===== config.mk =====
export PLATFORM = sky130hd
export DESIGN_NAME = gbr_engine
export DESIGN_NICKNAME = d
export VERILOG_FILES = /design/src/rtl/core/gbr_pkg.sv /design/src/rtl/core/gbr_engine.sv
export SDC_FILE = /design/constraint.sdc
export NUM_CORES = 1
export LEC_CHECK = 0
export ABC_CLOCK_PERIOD_IN_PS = 5050
export BUFFER_PORTS_ARGS = -buffer_cell sky130_fd_sc_hd__buf_2
export CAP_MARGIN = 20
export CORE_MARGIN = 4
export CORE_UTILIZATION = 25
export DETAILED_ROUTE_END_ITERATION = 10
export PLACE_DENSITY = 0.42
export SLEW_MARGIN = 20
export SYNTH_ARGS = -nofsm -noshare
export SYNTH_HDL_FRONTEND = slang
export SYNTH_SLANG_ARGS = --single-unit
export TNS_END_PERCENT = 20

===== constraint.sdc =====
create_clock -name clk -period 5.05 [get_ports clk]
set_input_delay 0.505 -clock clk [delete_from_list [all_inputs] [get_ports clk]]
set_output_delay 0.505 -clock clk [all_outputs]
set_load 0.02 [all_outputs]

===== src/rtl/core/gbr_pkg.sv =====
// ----------------------------------------------------------------------------
// gbr_pkg: shared types and constants of the grid escape router
// Grid geometry, cell and queue entry layouts, and the cell index and neighbor step functions.
// ----------------------------------------------------------------------------
`default_nettype none

package gbr_pkg;

  localparam int MAX_SIDE = 64;
  localparam int GRID_N   = MAX_SIDE + 2;
  localparam int CELLS    = GRID_N * GRID_N;
  localparam int CELL_AW  = $clog2(CELLS);
  localparam int COORD_W  = $clog2(GRID_N + 1);
  localparam int DIST_W   = 13;
  localparam int SIDE_W   = 7;

  typedef logic [1:0]         kind_t;
  typedef logic [COORD_W-1:0] coord_t;
  typedef logic [DIST_W-1:0]  dist_t;
  typedef logic [CELL_AW-1:0] cidx_t;

  localparam kind_t KIND_OUT  = 2'd0;
  localparam kind_t KIND_IN   = 2'd1;
  localparam kind_t KIND_OBST = 2'd2;

  localparam dist_t DIST_MAX = '1;

  // Commands
  localparam logic [1:0] FUNC_INIT  = 2'd0;
  localparam logic [1:0] FUNC_OBST  = 2'd1;
  localparam logic [1:0] FUNC_ROUTE = 2'd2;

  // Neighbor directions in probe order
  localparam logic [1:0] DIR_RIGHT = 2'd0;
  localparam logic [1:0] DIR_UP    = 2'd1;
  localparam logic [1:0] DIR_LEFT  = 2'd2;
  localparam logic [1:0] DIR_DOWN  = 2'd3;

  // Configuration register index (byte address bit 2)
  localparam logic CFG_IDX_SIDE = 1'b0;

  typedef struct packed {
    kind_t kind;
    dist_t hops;
  } cell_t;

  typedef struct packed {
    coord_t row;
    coord_t col;
    dist_t  hops;
  } qent_t;

  typedef struct packed {
    logic   ok;
    coord_t row;
    coord_t col;
  } nb_t;

  localparam int CELL_W = $bits(cell_t);
  localparam int QENT_W = $bits(qent_t);

  // Linear cell index: row * GRID_N + col
  function automatic cidx_t cell_idx(input coord_t r, input coord_t c);
    cidx_t acc;
    acc = '0;
    for (int b = 0; b < COORD_W; b++) begin
      if (r[b]) begin
        acc = acc + cidx_t'(GRID_N << b);
      end
    end
    return acc + cidx_t'(c);
  endfunction

  // Neighbor of (r, c) in direction d, bounded to an h x h area
  function automatic nb_t nb_step(input coord_t r, input coord_t c,
                                  input logic [1:0] d, input coord_t h);
    nb_t n;
    n.ok  = 1'b1;
    n.row = r;
    n.col = c;
    case (d)
      DIR_RIGHT: begin
        n.col = c + coord_t'(1);
        n.ok  = ((c + coord_t'(1)) < h);
      end
      DIR_UP: begin
        n.row = r - coord_t'(1);
        n.ok  = (r != '0);
      end
      DIR_LEFT: begin
        n.col = c - coord_t'(1);
        n.ok  = (c != '0);
      end
      default: begin
        n.row = r + coord_t'(1);
        n.ok  = ((r + coord_t'(1)) < h);
      end
    endcase
    return n;
  endfunction

endpackage

`default_nettype wire


===== src/rtl/core/gbr_engine.sv =====
// ----------------------------------------------------------------------------
// gbr_engine: command sequencer of the grid escape router
// Builds the grid, marks obstacles, clears distances, runs the breadth-first
// search over the cell store and the frontier queue, and traces the path back.
// ----------------------------------------------------------------------------
`default_nettype none

module gbr_engine
  import gbr_pkg::*;
(
  input  wire logic               clk,
  input  wire logic               rst_n,
  input  wire logic [SIDE_W-1:0]  side_eff,
  input  wire logic               start,
  output logic                    busy,
  input  wire logic [1:0]         in_func,
  input  wire logic [5:0]         in_row,
  input  wire logic [5:0]         in_col,
  output logic                    out_valid,
  output logic                    out_found,
  output logic      [12:0]        out_path_cells,
  output logic                    out_bad_coord,
  // cell store
  output logic                    m_we,
  output cidx_t                   m_waddr,
  output logic      [CELL_W-1:0]  m_wdata,
  output logic                    m_re,
  output cidx_t                   m_raddr,
  input  wire logic [CELL_W-1:0]  m_rdata,
  // frontier queue
  output logic                    q_we,
  output cidx_t                   q_waddr,
  output logic      [QENT_W-1:0]  q_wdata,
  output logic                    q_re,
  output cidx_t                   q_raddr,
  input  wire logic [QENT_W-1:0]  q_rdata
);

  localparam logic [3:0] ST_IDLE     = 4'd0;
  localparam logic [3:0] ST_DISPATCH = 4'd1;
  localparam logic [3:0] ST_INIT     = 4'd2;
  localparam logic [3:0] ST_CLEAR    = 4'd3;
  localparam logic [3:0] ST_POP      = 4'd4;
  localparam logic [3:0] ST_PROBE    = 4'd5;
  localparam logic [3:0] ST_LAST     = 4'd6;
  localparam logic [3:0] ST_TB_ISSUE = 4'd7;
  localparam logic [3:0] ST_TB_EVAL  = 4'd8;

  localparam logic [CELL_AW:0] CELLS_W = (CELL_AW+1)'(CELLS);

  logic [3:0]       state_r, state_nxt;
  logic             rst_sweep_r, rst_sweep_nxt;
  logic [1:0]       func_r, func_nxt;
  logic [5:0]       row_r, row_nxt;
  logic [5:0]       col_r, col_nxt;
  logic [CELL_AW:0] sw_addr_r, sw_addr_nxt;
  coord_t           sw_row_r, sw_row_nxt;
  coord_t           sw_col_r, sw_col_nxt;
  cidx_t            head_r, head_nxt;
  logic [CELL_AW:0] tail_r, tail_nxt;
  logic [1:0]       dir_r, dir_nxt;
  logic             pend_r, pend_nxt;
  coord_t           pend_row_r, pend_row_nxt;
  coord_t           pend_col_r, pend_col_nxt;
  cidx_t            pend_idx_r, pend_idx_nxt;
  dist_t            tb_t_r, tb_t_nxt;
  coord_t           tb_row_r, tb_row_nxt;
  coord_t           tb_col_r, tb_col_nxt;
  logic [1:0]       tb_dir_r, tb_dir_nxt;
  logic [12:0]      tb_cnt_r, tb_cnt_nxt;
  logic             out_valid_r, out_valid_nxt;
  logic             out_found_r, out_found_nxt;
  logic [12:0]      out_cells_r, out_cells_nxt;
  logic             out_bad_r, out_bad_nxt;

  coord_t h_cur;
  coord_t start_row;
  coord_t start_col;
  cidx_t  start_idx;
  logic   coord_bad;
  kind_t  init_kind;
  cell_t  rd_cell;
  qent_t  cur;
  dist_t  nd;
  nb_t    nb_probe;
  nb_t    nb_tb;
  logic   hit;
  cidx_t  clr_waddr;

  assign h_cur     = rst_sweep_r ? coord_t'(GRID_N) : (coord_t'(side_eff) + coord_t'(2));
  assign start_row = coord_t'(row_r) + coord_t'(1);
  assign start_col = coord_t'(col_r) + coord_t'(1);
  assign start_idx = cell_idx(start_row, start_col);
  assign coord_bad = (SIDE_W'(row_r) >= side_eff) || (SIDE_W'(col_r) >= side_eff);
  assign init_kind = ((sw_row_r >= coord_t'(1)) && ((sw_row_r + coord_t'(2)) <= h_cur) &&
                      (sw_col_r >= coord_t'(1)) && ((sw_col_r + coord_t'(2)) <= h_cur))
                     ? KIND_IN : KIND_OUT;
  assign rd_cell   = cell_t'(m_rdata);
  assign cur       = qent_t'(q_rdata);
  assign nd        = cur.hops + dist_t'(1);
  assign nb_probe  = nb_step(cur.row, cur.col, dir_r, h_cur);
  assign nb_tb     = nb_step(tb_row_r, tb_col_r, tb_dir_r, h_cur);
  assign clr_waddr = sw_addr_r[CELL_AW-1:0] - cidx_t'(1);

  // next-state logic
  always_comb begin
    state_nxt     = state_r;
    rst_sweep_nxt = rst_sweep_r;
    func_nxt      = func_r;
    row_nxt       = row_r;
    col_nxt       = col_r;
    sw_addr_nxt   = sw_addr_r;
    sw_row_nxt    = sw_row_r;
    sw_col_nxt    = sw_col_r;
    head_nxt      = head_r;
    tail_nxt      = tail_r;
    dir_nxt       = dir_r;
    pend_nxt      = pend_r;
    pend_row_nxt  = pend_row_r;
    pend_col_nxt  = pend_col_r;
    pend_idx_nxt  = pend_idx_r;
    tb_t_nxt      = tb_t_r;
    tb_row_nxt    = tb_row_r;
    tb_col_nxt    = tb_col_r;
    tb_dir_nxt    = tb_dir_r;
    tb_cnt_nxt    = tb_cnt_r;
    out_valid_nxt = 1'b0;
    out_found_nxt = out_found_r;
    out_cells_nxt = out_cells_r;
    out_bad_nxt   = out_bad_r;
    m_we          = 1'b0;
    m_waddr       = '0;
    m_wdata       = '0;
    m_re          = 1'b0;
    m_raddr       = '0;
    q_we          = 1'b0;
    q_waddr       = '0;
    q_wdata       = '0;
    q_re          = 1'b0;
    q_raddr       = '0;
    hit           = 1'b0;

    // evaluate the pending neighbor probe
    if (((state_r == ST_PROBE) || (state_r == ST_LAST)) && pend_r &&
        (rd_cell.kind != KIND_OBST)) begin
      if (rd_cell.hops > nd) begin
        m_we    = 1'b1;
        m_waddr = pend_idx_r;
        m_wdata = {rd_cell.kind, nd};
        if (tail_r < CELLS_W) begin
          q_we     = 1'b1;
          q_waddr  = tail_r[CELL_AW-1:0];
          q_wdata  = {pend_row_r, pend_col_r, nd};
          tail_nxt = tail_r + (CELL_AW+1)'(1);
        end
      end
      if (rd_cell.kind == KIND_OUT) begin
        hit        = 1'b1;
        tb_t_nxt   = (rd_cell.hops > nd) ? nd : rd_cell.hops;
        tb_row_nxt = pend_row_r;
        tb_col_nxt = pend_col_r;
        tb_dir_nxt = DIR_RIGHT;
        tb_cnt_nxt = 13'd1;
        state_nxt  = ST_TB_ISSUE;
      end
    end

    case (state_r)
      ST_IDLE: begin
        if (start) begin
          func_nxt  = in_func;
          row_nxt   = in_row;
          col_nxt   = in_col;
          state_nxt = ST_DISPATCH;
        end
      end

      ST_DISPATCH: begin
        out_found_nxt = 1'b0;
        out_cells_nxt = '0;
        out_bad_nxt   = 1'b0;
        if (func_r == FUNC_INIT) begin
          sw_addr_nxt = '0;
          sw_row_nxt  = '0;
          sw_col_nxt  = '0;
          state_nxt   = ST_INIT;
        end else if ((func_r == FUNC_OBST) || (func_r == FUNC_ROUTE)) begin
          if (coord_bad) begin
            out_bad_nxt   = 1'b1;
            out_valid_nxt = 1'b1;
            state_nxt     = ST_IDLE;
          end else if (func_r == FUNC_OBST) begin
            m_we          = 1'b1;
            m_waddr       = start_idx;
            m_wdata       = {KIND_OBST, DIST_MAX};
            out_valid_nxt = 1'b1;
            state_nxt     = ST_IDLE;
          end else begin
            // seed the queue with the start cell, then clear distances
            q_we        = 1'b1;
            q_waddr     = '0;
            q_wdata     = {start_row, start_col, dist_t'(0)};
            head_nxt    = '0;
            tail_nxt    = (CELL_AW+1)'(1);
            sw_addr_nxt = '0;
            state_nxt   = ST_CLEAR;
          end
        end else begin
          out_valid_nxt = 1'b1;
          state_nxt     = ST_IDLE;
        end
      end

      ST_INIT: begin
        // write one cell a cycle, raster order
        m_we    = 1'b1;
        m_waddr = sw_addr_r[CELL_AW-1:0];
        m_wdata = {init_kind, DIST_MAX};
        if (sw_addr_r == (CELLS_W - (CELL_AW+1)'(1))) begin
          if (rst_sweep_r) begin
            rst_sweep_nxt = 1'b0;
          end else begin
            out_valid_nxt = 1'b1;
          end
          state_nxt = ST_IDLE;
        end else begin
          sw_addr_nxt = sw_addr_r + (CELL_AW+1)'(1);
          if (sw_col_r == coord_t'(GRID_N - 1)) begin
            sw_col_nxt = '0;
            sw_row_nxt = sw_row_r + coord_t'(1);
          end else begin
            sw_col_nxt = sw_col_r + coord_t'(1);
          end
        end
      end

      ST_CLEAR: begin
        // read entry i, write back entry i-1 with its distance reset
        if (sw_addr_r < CELLS_W) begin
          m_re    = 1'b1;
          m_raddr = sw_addr_r[CELL_AW-1:0];
        end
        if (sw_addr_r != '0) begin
          m_we    = 1'b1;
          m_waddr = clr_waddr;
          m_wdata = {rd_cell.kind, (clr_waddr == start_idx) ? dist_t'(0) : DIST_MAX};
        end
        if (sw_addr_r == CELLS_W) begin
          state_nxt = ST_POP;
        end else begin
          sw_addr_nxt = sw_addr_r + (CELL_AW+1)'(1);
        end
      end

      ST_POP: begin
        if ({1'b0, head_r} == tail_r) begin
          // frontier empty: no escape
          out_found_nxt = 1'b0;
          out_cells_nxt = '0;
          out_valid_nxt = 1'b1;
          state_nxt     = ST_IDLE;
        end else begin
          q_re      = 1'b1;
          q_raddr   = head_r;
          head_nxt  = head_r + cidx_t'(1);
          dir_nxt   = DIR_RIGHT;
          pend_nxt  = 1'b0;
          state_nxt = ST_PROBE;
        end
      end

      ST_PROBE: begin
        if (!hit) begin
          pend_nxt     = nb_probe.ok;
          pend_row_nxt = nb_probe.row;
          pend_col_nxt = nb_probe.col;
          pend_idx_nxt = cell_idx(nb_probe.row, nb_probe.col);
          if (nb_probe.ok) begin
            m_re    = 1'b1;
            m_raddr = cell_idx(nb_probe.row, nb_probe.col);
          end
          dir_nxt = dir_r + 2'd1;
          if (dir_r == DIR_DOWN) begin
            state_nxt = ST_LAST;
          end
        end
      end

      ST_LAST: begin
        if (!hit) begin
          state_nxt = ST_POP;
        end
      end

      ST_TB_ISSUE: begin
        if (tb_t_r == '0) begin
          out_found_nxt = 1'b1;
          out_cells_nxt = tb_cnt_r;
          out_valid_nxt = 1'b1;
          state_nxt     = ST_IDLE;
        end else if (nb_tb.ok) begin
          m_re         = 1'b1;
          m_raddr      = cell_idx(nb_tb.row, nb_tb.col);
          pend_row_nxt = nb_tb.row;
          pend_col_nxt = nb_tb.col;
          pend_idx_nxt = cell_idx(nb_tb.row, nb_tb.col);
          state_nxt    = ST_TB_EVAL;
        end else begin
          tb_dir_nxt = tb_dir_r + 2'd1;
          if (tb_dir_r == DIR_DOWN) begin
            tb_t_nxt = tb_t_r - dist_t'(1);
          end
        end
      end

      ST_TB_EVAL: begin
        // step onto a neighbor one closer and mark it outside
        if (rd_cell.hops == (tb_t_r - dist_t'(1))) begin
          tb_row_nxt = pend_row_r;
          tb_col_nxt = pend_col_r;
          m_we       = 1'b1;
          m_waddr    = pend_idx_r;
          m_wdata    = {KIND_OUT, rd_cell.hops};
          tb_cnt_nxt = tb_cnt_r + 13'd1;
        end
        tb_dir_nxt = tb_dir_r + 2'd1;
        if (tb_dir_r == DIR_DOWN) begin
          tb_t_nxt = tb_t_r - dist_t'(1);
        end
        state_nxt = ST_TB_ISSUE;
      end

      default: begin
        state_nxt = ST_IDLE;
      end
    endcase
  end

  // control state
  always_ff @(posedge clk) begin
    if (!rst_n) begin
      state_r     <= ST_INIT;
      rst_sweep_r <= 1'b1;
      sw_addr_r   <= '0;
      sw_row_r    <= '0;
      sw_col_r    <= '0;
      head_r      <= '0;
      tail_r      <= '0;
      dir_r       <= '0;
      pend_r      <= 1'b0;
      tb_dir_r    <= '0;
      out_valid_r <= 1'b0;
    end else begin
      state_r     <= state_nxt;
      rst_sweep_r <= rst_sweep_nxt;
      sw_addr_r   <= sw_addr_nxt;
      sw_row_r    <= sw_row_nxt;
      sw_col_r    <= sw_col_nxt;
      head_r      <= head_nxt;
      tail_r      <= tail_nxt;
      dir_r       <= dir_nxt;
      pend_r      <= pend_nxt;
      tb_dir_r    <= tb_dir_nxt;
      out_valid_r <= out_valid_nxt;
    end
  end

  // payload
  always_ff @(posedge clk) begin
    func_r      <= func_nxt;
    row_r       <= row_nxt;
    col_r       <= col_nxt;
    pend_row_r  <= pend_row_nxt;
    pend_col_r  <= pend_col_nxt;
    pend_idx_r  <= pend_idx_nxt;
    tb_t_r      <= tb_t_nxt;
    tb_row_r    <= tb_row_nxt;
    tb_col_r    <= tb_col_nxt;
    tb_cnt_r    <= tb_cnt_nxt;
    out_found_r <= out_found_nxt;
    out_cells_r <= out_cells_nxt;
    out_bad_r   <= out_bad_nxt;
  end

  assign busy           = (state_r != ST_IDLE);
  assign out_valid      = out_valid_r;
  assign out_found      = out_found_r;
  assign out_path_cells = out_cells_r;
  assign out_bad_coord  = out_bad_r;

  // the queue never pops past its fill point
  a_head_le_tail: assert property (@(posedge clk) disable iff (!rst_n)
    ({1'b0, head_r} <= tail_r))
    else $error("frontier head passed tail");

  // a result beat is never followed by another in the next cycle
  a_single_beat: assert property (@(posedge clk) disable iff (!rst_n)
    out_valid |=> !out_valid)
    else $error("back-to-back result beats");

  // no store write while idle
  a_idle_quiet: assert property (@(posedge clk) disable iff (!rst_n)
    (state_r == ST_IDLE) |-> (!m_we && !q_we))
    else $error("store written while idle");

  // a found path never comes with a bad coordinate or a zero length
  a_found_ok: assert property (@(posedge clk) disable iff (!rst_n)
    (out_valid && out_found) |-> (!out_bad_coord && (out_path_cells != '0)))
    else $error("found path with bad coordinate or zero length");

endmodule

`default_nettype wire


[Yosys cells after proc, flatten, opt, wreduce, memory -nomap -nowiden]
Index checks and enable logic that the tools add are counted.
Word-level totals
  flip-flop bits (word level): 162
  bits of input ports: 66
  output and inout port bits: 115
  word-level logic and storage cells: 431
Operators by class
  $add $sub $neg: 52
  order comparisons: 13
  eq/ne operators: 40
  multiplexer cells: 263
  bitwise logic cells: 1
  reduce and logical (&&, ||, !) cells: 38
Operators with widths (count)
  $mux W13: 124
  $mux W27: 8
  $mux W14: 14
  $mux W7: 23
  $mux W15: 8
  $pmux W7 S2: 8
  $pmux W13 S2: 3
  $pmux W13 S3: 2
  $pmux W15 S4: 1
  $add A13 B10 Y13 const B: 4
  $add A13 B11 Y13 const B: 4
  $add A13 B12 Y13 const B: 4
  $add A13 B13 Y13 const B: 4
  $add A13 B7 Y13: 4
  $add A13 B8 Y13 const B: 4
  $add A13 B9 Y13 const B: 4
  $pmux W13 S4: 1
  $mux W4: 12
  $add A7 B1 Y7 const B: 6
  $pmux W14 S3: 1
  $add A13 B1 Y13 const B: 3
  $mux W1: 39
  $pmux W4 S9: 1
  $ne A2 B2 Y1 const B: 15
  other kinds (45): 110

[Longest topological paths before layout]
Gate-level depths: netlist of the first run.
  depth after elaboration: 41
  gate-level depth with buffers: 18
  gate-level depth less buffers: 16

[Worst setup path before layout of the first run]
Ideal clock, no wire load.
  path type: input to output
  start point: in q_rdata[20]
  end point: out m_raddr[12]
  data arrival time: 4.070 ns
  required time: 4.545 ns
  slack: 0.475 ns
  cell stages on the path: 17
  buffers on the path: 1
  cells stage by stage: clkbuf_1 > inv_1 > ha_1 > inv_1 > a221oi_1 > a21oi_1 > ha_1 > o21a_1 > nand2_1 > and2_1 > ha_1 > nand2_1 > xnor3_1 > nor4_2 > nand4_1 > xor2_1 > o221ai_1
Between the ends
  word-level cells in the longest chain between the ends: 40
  elaborated cells on any way between the ends: 44
  those cells by class: add/sub (9); order compare (1); mux (33); reduce/logical (1)
Ends and longest elaborated chain
  from (decl): RTL line gbr_engine.sv:36  | input wire logic [QENT_W-1:0] q_rdata
  $add A7 B1 Y7 / $sub A7 B1 Y7 (equally long branches): RTL line gbr_pkg.sv:95, gbr_pkg.sv:96, gbr_pkg.sv:87
  $pmux W7 S2: RTL line gbr_pkg.sv:81  | case (d)
  $mux W7: RTL line gbr_pkg.sv:67  | if (r[b]) begin
  $mux W13: RTL line gbr_engine.sv:278  | if (nb_probe.ok) begin
  $mux W13: RTL line gbr_engine.sv:273  | if (!hit) begin
  $mux W13: RTL line gbr_engine.sv:168  | case (state_r)
  $add A13 B8 Y13: RTL line gbr_pkg.sv:68  | acc = acc + cidx_t'(GRID_N << b);
  $mux W13: RTL line gbr_pkg.sv:67
  [24 not listed]
  $mux W13: RTL line gbr_pkg.sv:67
  $mux W13: RTL line gbr_engine.sv:278
  $mux W13: RTL line gbr_engine.sv:273
  $mux W13: RTL line gbr_engine.sv:168
  $add A13 B7 Y13: RTL line gbr_pkg.sv:71  | return acc + cidx_t'(c);
  $mux W13 *: RTL line gbr_engine.sv:278
  $mux W13 *: RTL line gbr_engine.sv:273
  $pmux W13 S3 *: RTL line gbr_engine.sv:168
  to (decl): RTL line gbr_engine.sv:28  | output cidx_t m_raddr,
Every way passes the cells marked *; elsewhere a longest branch is shown, timed or not. The select of a mux whose other input is x is not followed.

[Final worst setup path of the first run]
  start point: reg state_r[2]
  end point: out m_waddr[0]
Between the ends
  word-level cells in the longest chain between the ends: 10
  elaborated cells on any way between the ends: 17
  those cells by class: eq/ne (6); mux (8); reduce/logical (3)
Ends and longest elaborated chain
  from (decl): RTL line gbr_engine.sv:51  | logic [3:0] state_r, state_nxt;
  from (signal assigned): RTL line gbr_engine.sv:354  | state_r <= state_nxt;
  $eq A4 B3 Y1: RTL line gbr_engine.sv:144  | if (((state_r == ST_PROBE) || (state_r == ST_LAST)) && pend_r &&
  $logic_or A1 B1 Y1: RTL line gbr_engine.sv:144
  $logic_and A1 B1 Y1 (2 in series): RTL line gbr_engine.sv:144
  $mux W13: RTL line gbr_engine.sv:144
  $mux W13: RTL line gbr_engine.sv:192  | end else if (func_r == FUNC_OBST) begin
  $mux W13: RTL line gbr_engine.sv:188  | if (coord_bad) begin
  $mux W13: RTL line gbr_engine.sv:187  | end else if ((func_r == FUNC_OBST) || (func_r == FUNC_ROUTE)) begin
  $mux W13: RTL line gbr_engine.sv:182  | if (func_r == FUNC_INIT) begin
  $pmux W13 S4 *: RTL line gbr_engine.sv:168
  to (decl): RTL line gbr_engine.sv:25  | output cidx_t m_waddr,
Every way passes the cells marked *; elsewhere a longest branch is shown, timed or not.

==> results of run 1 <==
report_power, final:
| group | total, uW | internal (uW) | leakage [uW] | switching (uW) |
|---|---|---|---|---|
| Sequential | 1370 | 1350 | 0.00133 | 21.5 |
| Clock | 1300 | 725 | 0.000287 | 578 |
| Combinational | 528 | 208 | 0.00578 | 320 |
| Total | 3200 | 2290 | 0.00739 | 919 |
sequential cells by signal (all words and copies together), names as in the netlist, 4 cells and up:
| signal | cells |
|---|---|
| sw_addr_r | 14 |
| tail_r | 14 |
| head_r | 13 |
| out_path_cells | 13 |
| tb_cnt_r | 13 |
| tb_t_r | 13 |
| pend_idx_r | 12 |
| pend_col_r | 7 |
| pend_row_r | 7 |
| sw_col_r | 7 |
| sw_row_r | 7 |
| tb_col_r | 7 |
| tb_row_r | 7 |
| col_r | 6 |
| row_r | 6 |
| state_r | 4 |
per-layer routing:
layer  GRT usage, %  share of wire (%)
met2           28.8                 46
met5              0              0.022
met1           23.7                 45
met4           5.33                2.4
met3           3.14                6.1
logic make-up after synthesis:
kind of cell	synth area share (%)
AND/OR/NAND/NOR	25.1
AO/OA/AOI/OAI	19.5
XOR/XNOR	11.7
buffers and inverters	4.70
flip-flops	25.3
adder cells (fa/ha/maj)	11.6
multiplexers	2.07
critical path, stage by stage, from the launching register on:
cell and delay [ns]:
dfxtp_1 0.48, nor3_1 0.29, nand2_1 0.24, or4_1 0.60, a2111oi_0 0.55, nand4_1 0.22, or3_1 0.65, nand2_1 0.51
a221o_1 0.31, buf_2 0.20
path summary, 6_finish.rpt:
| path | to | start | slack (ns) | cells after the start |
|---|---|---|---|---|
| worst min register to register | tb_cnt_r[12] | tb_cnt_r[12] | 0.46 | 1 |
| worst max register to register | tb_col_r[3] | state_r[2] | 0.80 | 8 |
| worst min-delay path | col_r[5] | in_col[5] | 0.22 | 1 |
| worst max-delay path | m_waddr[0] | state_r[2] | 0.05 | 9 |
stage by stage:
step	cells	setup WS (ns)	total power, uW
detailed placement	2796	0.0961	1920
floorplan	1879	0.475	1730
finish	2840	0.0462	3200
CTS	2832	-0.0368	3230
global route	2838	-0.0136	3360
global placement	2796	0.164	1910
synthesized netlist by cell type, types with 10 or more instances:
cell,number,area [um2]
a221o_1,14,140
edfxtp_1,55,1650
nor4_1,19,119
a211oi_1,14,105
clkbuf_1,78,293
a311oi_1,11,96.3
ha_1,134,1680
inv_1,78,293
nand2_1,188,706
and2_1,55,344
or4_1,10,75.1
mux2_2,14,158
nor2b_1,17,106
a22oi_1,10,75.1
nand3_1,79,395
buf_2,11,55.1
nand4_1,34,213
mux2i_1,11,110
o221ai_1,11,96.3
nor2_1,179,672
a31oi_1,18,113
a211o_1,14,123
o31ai_1,15,113
nor3_1,50,250
o21ai_0,107,536
and3_1,28,175
xnor2_1,92,806
or3_1,15,93.8
nand2b_1,25,156
a21oi_1,98,490
xor2_1,91,797
dfxtp_1,106,2120
a21o_1,20,150
timing repair:
| item | in CTS | in global routing |
|---|---|---|
| setup endpoints to repair | 16 | 18 |
| pin swaps | 1 | 5 |
| gates resized for setup | 12 | 46 |
| setup buffers | 4 | 5 |
final cells by class:
type / count / area, um2 / area share [%]
Timing Repair Buffer: 251 / 1440 / 8.08
Tap cell: 773 / 967 / 5.43
Clock inverter: 8 / 47.5 / 0.267
Multi-Input combinational cell: 1539 / 10800 / 60.4
Sequential cell: 161 / 3770 / 21.2
Clock buffer: 24 / 524 / 2.94
Antenna cell: 3 / 7.51 / 0.0421
Inverter: 81 / 304 / 1.71
==> out/metrics.cfg, run 1 <==
[status]
status = finished clean

[place]
gp_congestion = 0.876
port_buffers = 180
postPlaceCellArea_mm2 = 0.0169
hpwl_mm = 46.3

[timing]
setup_tns_ns = 0
hold-worst-slack_ns = 0.225
clock_skew_ns = 0.0104
period_share_pct = 99.1
tightestPinTransition_ns = 0.915
max_slew_margin_pct = 38.9
max_clock_freq_mhz = 200
finalSetupViolations = 0
finalHoldViolations = 0
drv_slew = 0
min_period_ns = 5.00

[grt]
grt_max_degree = 27
grt_pass1_wl_mm = 85.9
grt_use_total_pct = 17.6
antenna_found_initial = 3
grt-ovfl-total = 0
grt_pass1_vias = 13890

[synth]
netlist_instances = 1879
synth.avg_cell_area_um2 = 7.94
ys_ff_latch = 161
synth_cell_types = 95
synth-async-reset-ratio_pct = 0
synth_edf_count = 55
ys.flop_type = dfxtp_1
yosysWarningCount = 0
yosysSeqAreaShare_pct = 25.3
syn_nets = 2082
synthesis.area_mm2 = 0.0149

[clock_network]
clk_path_buf_depth = 2
clk_latency_ns = 0.46
cts_root_buf = clkbuf_16
cts_sinks = 161
cts_tree = yes
ctsHoldBuffers = 0
clkTransAtPathRegs_ns = 0.07
h-tree-depth = 4
numCtsBuffers = 17

[drt]
drt-total-wl_mm = 58.2
num_vias = 14587
wire_per_inst_um = 20.5
drtPass1Iterations = 5
first_iter_violations = 928
vias_per_cell = 5.14
antenna_left = 0
drc = 0

[min_path]
hold_class = primary input to register

[floorplanning]
die_x_um = 252
fp.dieH_um = 252
initial_core_util_pct = 25.3
ios = 181
num_rows = 89
dieArea_mm2 = 0.0637
core-area_mm2 = 0.0590

[critical_path]
cp_max_fo = 16
cp.arrival_ns = 4.50
start_kind = register
path_class = register to output port
crit_path_end_kind = output port
critPathRequiredTime_ns = 4.55

[layout]
final_cell_mix = 188 x nand2_1, 179 x buf_2, 177 x nor2_1, 125 x ha_1, 106 x o21ai_0
drive_gt1_share_pct = 18.3
final_util_pct = 30.2
final_common_cell = nand2_1
area_growth_pct = 19.5
fin_nets = 2254
fin_area_mm2 = 0.0178
nFillCells = 6375

[power]
p_leak_uw = 0.00739
power_density_mw_per_mm2 = 180
irDropWorstVdd_v = 0.000188

[flow_run]
drv_cap = 0

No activity file was read; power rests on OpenSTA's default activity.
==> inputs of run 2 (changes only) <==
--- a/config.mk
+++ b/config.mk
@@ -8,9 +8,9 @@
 export ABC_CLOCK_PERIOD_IN_PS = 5050
 export BUFFER_PORTS_ARGS = -buffer_cell sky130_fd_sc_hd__buf_2
 export CAP_MARGIN = 20
-export CORE_MARGIN = 4
 export CORE_UTILIZATION = 25
 export DETAILED_ROUTE_END_ITERATION = 10
+export MAX_ROUTING_LAYER = met4
 export PLACE_DENSITY = 0.42
 export SLEW_MARGIN = 20
 export SYNTH_ARGS = -nofsm -noshare
==> constraint.sdc (replaced) <==
create_clock -name clk -period 5.05 [get_ports clk]
set_input_delay 1.01 -clock clk [delete_from_list [all_inputs] [get_ports clk]]
set_output_delay 1.01 -clock clk [all_outputs]
set_load 0.02 [all_outputs]
==> run 2 against run 1 <==
Against the previous run:
- the run now ends with setup timing left
- fmax shrank 5.1%
- register-to-register slack improved by 0.48 ns
- hold slack improved by 0.24 ns
- via count increased by 4.1%
- sequential share of layout area shrank 1.9 points
- largest power group unchanged
- highest routed layer is now met4
==> out/metrics.cfg, run 2 (same netlist as run 1, synthesis figures left out) <==
[timing]
setup_tns_ns = -2.20  ; -2.20 ns
tightestPinTransition_ns = 0.852  ; -0.0624 ns
clock_skew_ns = 0.0124  ; +0.00204 ns
period_share_pct = 104  ; +5.3 points
finalSetupViolations = 13  ; +13
max_clock_freq_mhz = 190  ; -5.1%
drv_slew = 0  ; unchanged
max_slew_margin_pct = 43.0  ; +4.1 points
rsz0062_at_grt = yes
setup_ws_ns = -0.223  ; -0.269 ns
min_period_ns = 5.27  ; +0.269 ns
finalHoldViolations = 0  ; unchanged

[floorplanning]
ios = 181  ; unchanged
core-area_mm2 = 0.0590  ; unchanged
dieArea_mm2 = 0.0607  ; -4.7%
initial_core_util_pct = 25.3  ; unchanged
num_rows = 89  ; unchanged
fp.dieH_um = 246  ; -2.4%
die_x_um = 246  ; -2.4%

[min_path]
hold_class = register to register
hold_depth = 1  ; unchanged

[clock_network]
clkTransAtPathRegs_ns = 0.07  ; about the same
h-tree-depth = 4  ; unchanged
cts_tree = yes
ctsHoldBuffers = 0  ; unchanged
numCtsBuffers = 17  ; unchanged
clk_latency_ns = 0.46  ; about the same
clk_path_buf_depth = 2  ; unchanged
cts_root_buf = clkbuf_16
cts_sinks = 161  ; unchanged

[layout]
final_util_pct = 33.4  ; +3.2 points
largestRegisters = sw_addr_r: 14 flops, tail_r: 14 flops
final_common_cell = buf_4
final_cell_mix = 217 x buf_4, 182 x nand2_1, 174 x nor2_1, 152 x buf_2, 112 x ha_1
drive_gt1_share_pct = 27.5  ; +9.3 points
fin_nets = 2403  ; +6.6%
fin_area_mm2 = 0.0197  ; +10%
fin_cells = 2989  ; +5.2%
area_growth_pct = 31.9

[grt]
antenna_found_initial = 3  ; unchanged
grt_use_total_pct = 19.7  ; +2.1 points
grt_pass1_vias = 14536  ; +4.7%
grt_max_degree = 27  ; unchanged
grt-ovfl-total = 0  ; unchanged
grt_pass1_wl_mm = 88.1  ; +2.6%

[place]
port_buffers = 180  ; unchanged
dp.cells = 2930  ; +4.8%
hpwl_mm = 47.0  ; +1.5%
postPlaceCellArea_mm2 = 0.0180  ; +6.3%
gp_congestion = 0.882  ; +0.67%

[critical_path]
cp_max_fo = 7  ; -9
path_class = register to output port
crit_path_end_kind = output port
rr_worst_depth = 16  ; +8
cp.arrival_ns = 4.26  ; -0.24 ns
critPathRequiredTime_ns = 4.04  ; -0.51 ns
start_kind = register

[drt]
drtPass1Iterations = 5  ; unchanged
drc = 0  ; unchanged
num_vias = 15183  ; +4.1%
drt-total-wl_mm = 59.1  ; +1.6%
wire_per_inst_um = 19.8  ; -3.5%
first_iter_violations = 834  ; -10%
vias_per_cell = 5.08  ; -1.1%
antenna_left = 0  ; unchanged

[power]
total_power_uw = 3260  ; +1.7%
irDropWorstVdd_v = 0.000236  ; +26%
p_leak_uw = 0.00827  ; +12%
power_density_mw_per_mm2 = 166  ; -7.9%

[flow_run]
drv_cap = 0  ; unchanged

[status]
status = finished with violations
violations = setup timing

-- run 2: final cells by class --
class	count	area, um2
clock buffer	23	479
multi-input combinational	1539	11300
inverter	81	304
sequential	161	3790
tap	773	967
fill	6265	39300
clock inverter	9	57.6
timing repair buffer	400	2770
antenna	3	7.51
-- run 2: repair_timing --
item                                   4_1_cts  5_1_grt
resized for setup                           94      138
setup endpoints to repair                   31       78
setup buffers                                6       18
pin swaps                                   29       55
cloned                                       1        0
endpoints found under the hold margin        0        0
-- run 2: power breakdown --
part / internal [uW] / leakage (uW) / total, uW / switching [uW]
Clock: 670 / 0.000271 / 1250 / 581
Sequential: 1350 / 0.00133 / 1370 / 18.3
Combinational: 286 / 0.00667 / 638 / 352
Total: 2310 / 0.00827 / 3260 / 951
-- run 2: path summary, 6_finish.rpt --
check / start / to / slack, ns
worst max register to register: row_r[0] / head_r[5] / 1.28
worst max-delay path: col_r[0] / m_wdata[0] / -0.22
worst min register to register: tb_cnt_r[12] / tb_cnt_r[12] / 0.47
worst min-delay path: tb_cnt_r[12] / tb_cnt_r[12] / 0.47
-- run 2: layer usage --
metal / GRT usage, % / up-vias / routed length [um]
li1: - / 7423 / -
met3: 2.69 / 53 / 3200
met5: - / - / 0
met2: 31.5 / 406 / 27600
met1: 25.7 / 7301 / 27200
met4: 5.46 / 0 / 1100
-- run 2: worst max-delay path, stage by stage, from the launching register on --
cell and delay (ns):
edfxtp_1 0.44, ha_4 0.21, xor2_4 0.21, fa_2 0.41, a21o_1 0.17, a21oi_2 0.15
o21bai_1 0.08, a21oi_1 0.16, buf_4 0.18, xnor2_4 0.09, xnor2_1 0.14, or4_4 0.50
nor4_4 0.29, a21oi_4 0.15, buf_6 0.17, a221o_1 0.30, buf_6 0.14
-- run 2: metrics by stage --
step,setup slack [ns],hold slack [ns]
CTS,-0.255,0.471
detailed placement,-0.140,0.461
finish,-0.223,0.468
global placement,-0.155,0.451
floorplan,0.0415,0.425
global route,-0.369,0.485
==> inputs of run 3 (changes only) <==
--- a/config.mk
+++ b/config.mk
@@ -8,6 +8,7 @@
 export ABC_CLOCK_PERIOD_IN_PS = 5050
 export BUFFER_PORTS_ARGS = -buffer_cell sky130_fd_sc_hd__buf_2
 export CAP_MARGIN = 20
+export CORE_ASPECT_RATIO = 0.7
 export CORE_UTILIZATION = 25
 export DETAILED_ROUTE_END_ITERATION = 10
 export MAX_ROUTING_LAYER = met4
==> run 3 against run 2 <==
Against the previous run:
- the run still ends with setup timing left
- combinational power grew 5.2%
- clock power grew 5%
- count of clock-buffer cells in the layout shrank 4
- first-iteration DRC count grew 57%
- wire length grew 4.2%
- critical path type unchanged
- highest routed layer unchanged
==> out/metrics.cfg, run 3 (same netlist as run 1, synthesis figures left out) <==
[status]
status = finished with violations
violations = setup timing

[place]
hpwl_mm = 49.3  ; +4.9%
dp_slack_ns = -0.376  ; -0.236 ns
port_buffers = 180  ; unchanged
gp_congestion = 0.912  ; +3.4%

[critical_path]
max_stage_delay_ns = 0.48  ; -0.02 ns
rrSetupSlack_ns = 1.35  ; +0.07 ns
path_buf_inv = 6  ; +3
crit_path_end_kind = output port
critPathRequiredTime_ns = 4.04  ; about the same
r2r-start = col_r[0]
cp_cell_sequence = buf_6 -> ha_4 -> nand4_4 -> xor2_4 -> buf_4 -> xnor2_1 -> ha_2 -> a21oi_2 -> buf_4 -> buf_4 -> or2_2 -> o211ai_1 -> o211ai_1 -> and2_4 -> o31ai_4 -> a21oi_4 -> buf_6 -> a221o_1 -> buf_6
path_class = register to output port
cp-startpoint = row_r[1]
cp_max_fo = 7  ; unchanged
cpLargestDelayFamily = compound AO/OA/AOI/OAI gates
rr_worst_depth = 14  ; -2
path_depth = 19  ; +3
critPathSlowestCell = edfxtp_1
start_kind = register
cp.arrival_ns = 4.38  ; +0.12 ns

[clock_network]
clk_path_buf_depth = 2  ; unchanged
numCtsBuffers = 17  ; unchanged
clk_latency_ns = 0.47  ; about the same
cts_tree = yes
h-tree-depth = 4  ; unchanged
ctsHoldBuffers = 0  ; unchanged
clkTransAtPathRegs_ns = 0.07  ; about the same
cts_sinks = 161  ; unchanged
cts_root_buf = clkbuf_16

[layout]
largestRegisters = sw_addr_r: 14 flops, tail_r: 14 flops
area_growth_pct = 33.3
fin_nets = 2425  ; +0.92%
drive_gt1_share_pct = 28.6  ; +1.1 points
final_cell_mix = 232 x buf_4, 179 x nand2_1, 171 x nor2_1, 161 x buf_2, 110 x ha_1
final_common_cell = buf_4
final_util_pct = 33.9  ; +0.59 points

[drt]
drc = 0  ; unchanged
antenna_left = 0  ; unchanged
num_vias = 15384  ; +1.3%
first_iter_violations = 1310  ; +57%
drtPass1Iterations = 5  ; unchanged
vias_per_cell = 5.07  ; -0.24%
drt-total-wl_mm = 61.5  ; +4.2%
wire_per_inst_um = 20.3  ; +2.5%

[timing]
max_slew_margin_pct = 44.9  ; +1.9 points
finalHoldViolations = 0  ; unchanged
tightestPinTransition_ns = 0.827  ; -0.0256 ns
drv_slew = 0  ; unchanged
rsz0062_at_grt = yes
max_clock_freq_mhz = 186  ; -2.2%
period_share_pct = 107  ; +2.3 points
clock_skew_ns = 0.0175  ; +0.00510 ns
min_period_ns = 5.39  ; +0.117 ns
finalSetupViolations = 22  ; +9
hold-worst-slack_ns = 0.462  ; -0.00542 ns
setup_ws_ns = -0.340  ; -0.117 ns

[power]
p_leak_uw = 0.00839  ; +1.5%
power_density_mw_per_mm2 = 169  ; +1.8%
p_switching_uw = 1020  ; +7.6%
switching_share_pct = 30.5  ; +1.3 points
p_int_uw = 2330  ; +0.96%
combPwrFrac_pct = 20.0  ; +0.4 points
share_seq_of_total_power_pct = 40.8  ; -1.2 points
irDropWorstVdd_v = 0.000238  ; +1.1%
power_frac_clock_pct = 39.2  ; +0.8 points

[grt]
grt_use_total_pct = 20.4  ; +0.70 points
grt_pass1_vias = 14214  ; -2.2%
antenna_found_initial = 2  ; -1
grt_max_degree = 31  ; +15%
grt_pass1_wl_mm = 90.2  ; +2.4%
grt-ovfl-total = 0  ; unchanged

[min_path]
hold_class = register to register
hold_depth = 1  ; unchanged
hp-start = tb_cnt_r[12]

[flow_run]
drv_cap = 0  ; unchanged

[floorplanning]
dieArea_mm2 = 0.0607  ; about the same
initial_core_util_pct = 25.5  ; +0.18 points
die_x_um = 294  ; +19%
core-area_mm2 = 0.0586  ; -0.70%
num_rows = 74  ; -17%
ios = 181  ; unchanged
fp.dieH_um = 206  ; -16%

-- run 3: final timing paths --
kind / to
worst max-delay path: m_wdata[0]
worst min-delay path: tb_cnt_r[12]
worst max register to register: sw_addr_r[13]
worst min register to register: tb_cnt_r[12]
-- run 3: worst register-to-register path, cell delays in order, from the launching register on --
cell and delay, ns:
edfxtp_1 0.46, buf_6 0.16, buf_4 0.16, inv_1 0.17, ha_1 0.26, nand2b_1 0.15
a21o_1 0.18, a21oi_1 0.13, o22ai_1 0.10, or2_2 0.33, a2111oi_2 0.42, buf_4 0.29
o21ai_0 0.11, nand2_1 0.51, nor2_1 0.13
-- run 3: area by class of cell --
cell class	count	area, um2
well taps	798	998
repair buffers	422	2920
clock buffers	19	464
flip-flops and latches	161	3790
multi-input cells	1539	11300
inverters	81	318
diodes	3	7.51
fillers	6183	38700
clock inverters	13	93.8
-- run 3: metal layers --
metal  GRT usage [%]  vias up  wire [um]
li1                -     7465          -
met1            31.7     7397      33000
met5               -        -          0
met4            4.39        0        908
met2            26.0      481      23600
met3            3.99       41       3980
-- run 3: timing repair --
item | in CTS | in global routing
resized for setup | 92 | 123
pin swaps | 23 | 53
endpoints found under the setup margin | 55 | 81
setup buffers | 10 | 27
gates cloned | 1 | 0
-- run 3: stage by stage --
| step | setup TNS, ns | area, um2 | cells | power (uW) |
|---|---|---|---|---|
| 3_5_place_dp | -6.61 | 18100 | 2967 | 2000 |
| 6_report | -4.16 | 19900 | 3036 | 3350 |
| 3_3_place_gp | -6.13 | 18100 | 2967 | 2000 |
| 5_1_grt | -17.51 | 19900 | 3035 | 3510 |
| 4_1_cts | -3.79 | 19200 | 3010 | 3330 |
| 2_1_floorplan | 0 | 15000 | 1879 | 1740 |
-- run 3: power by group through the flow --
stage	combinational [uW]	clock (uW)	sequential, uW
after floorplan	347	0	1390
after global placement	602	0	1400
after detailed placement	603	0	1400
after CTS	617	1340	1370
after global routing	734	1410	1370
final	671	1310	1370
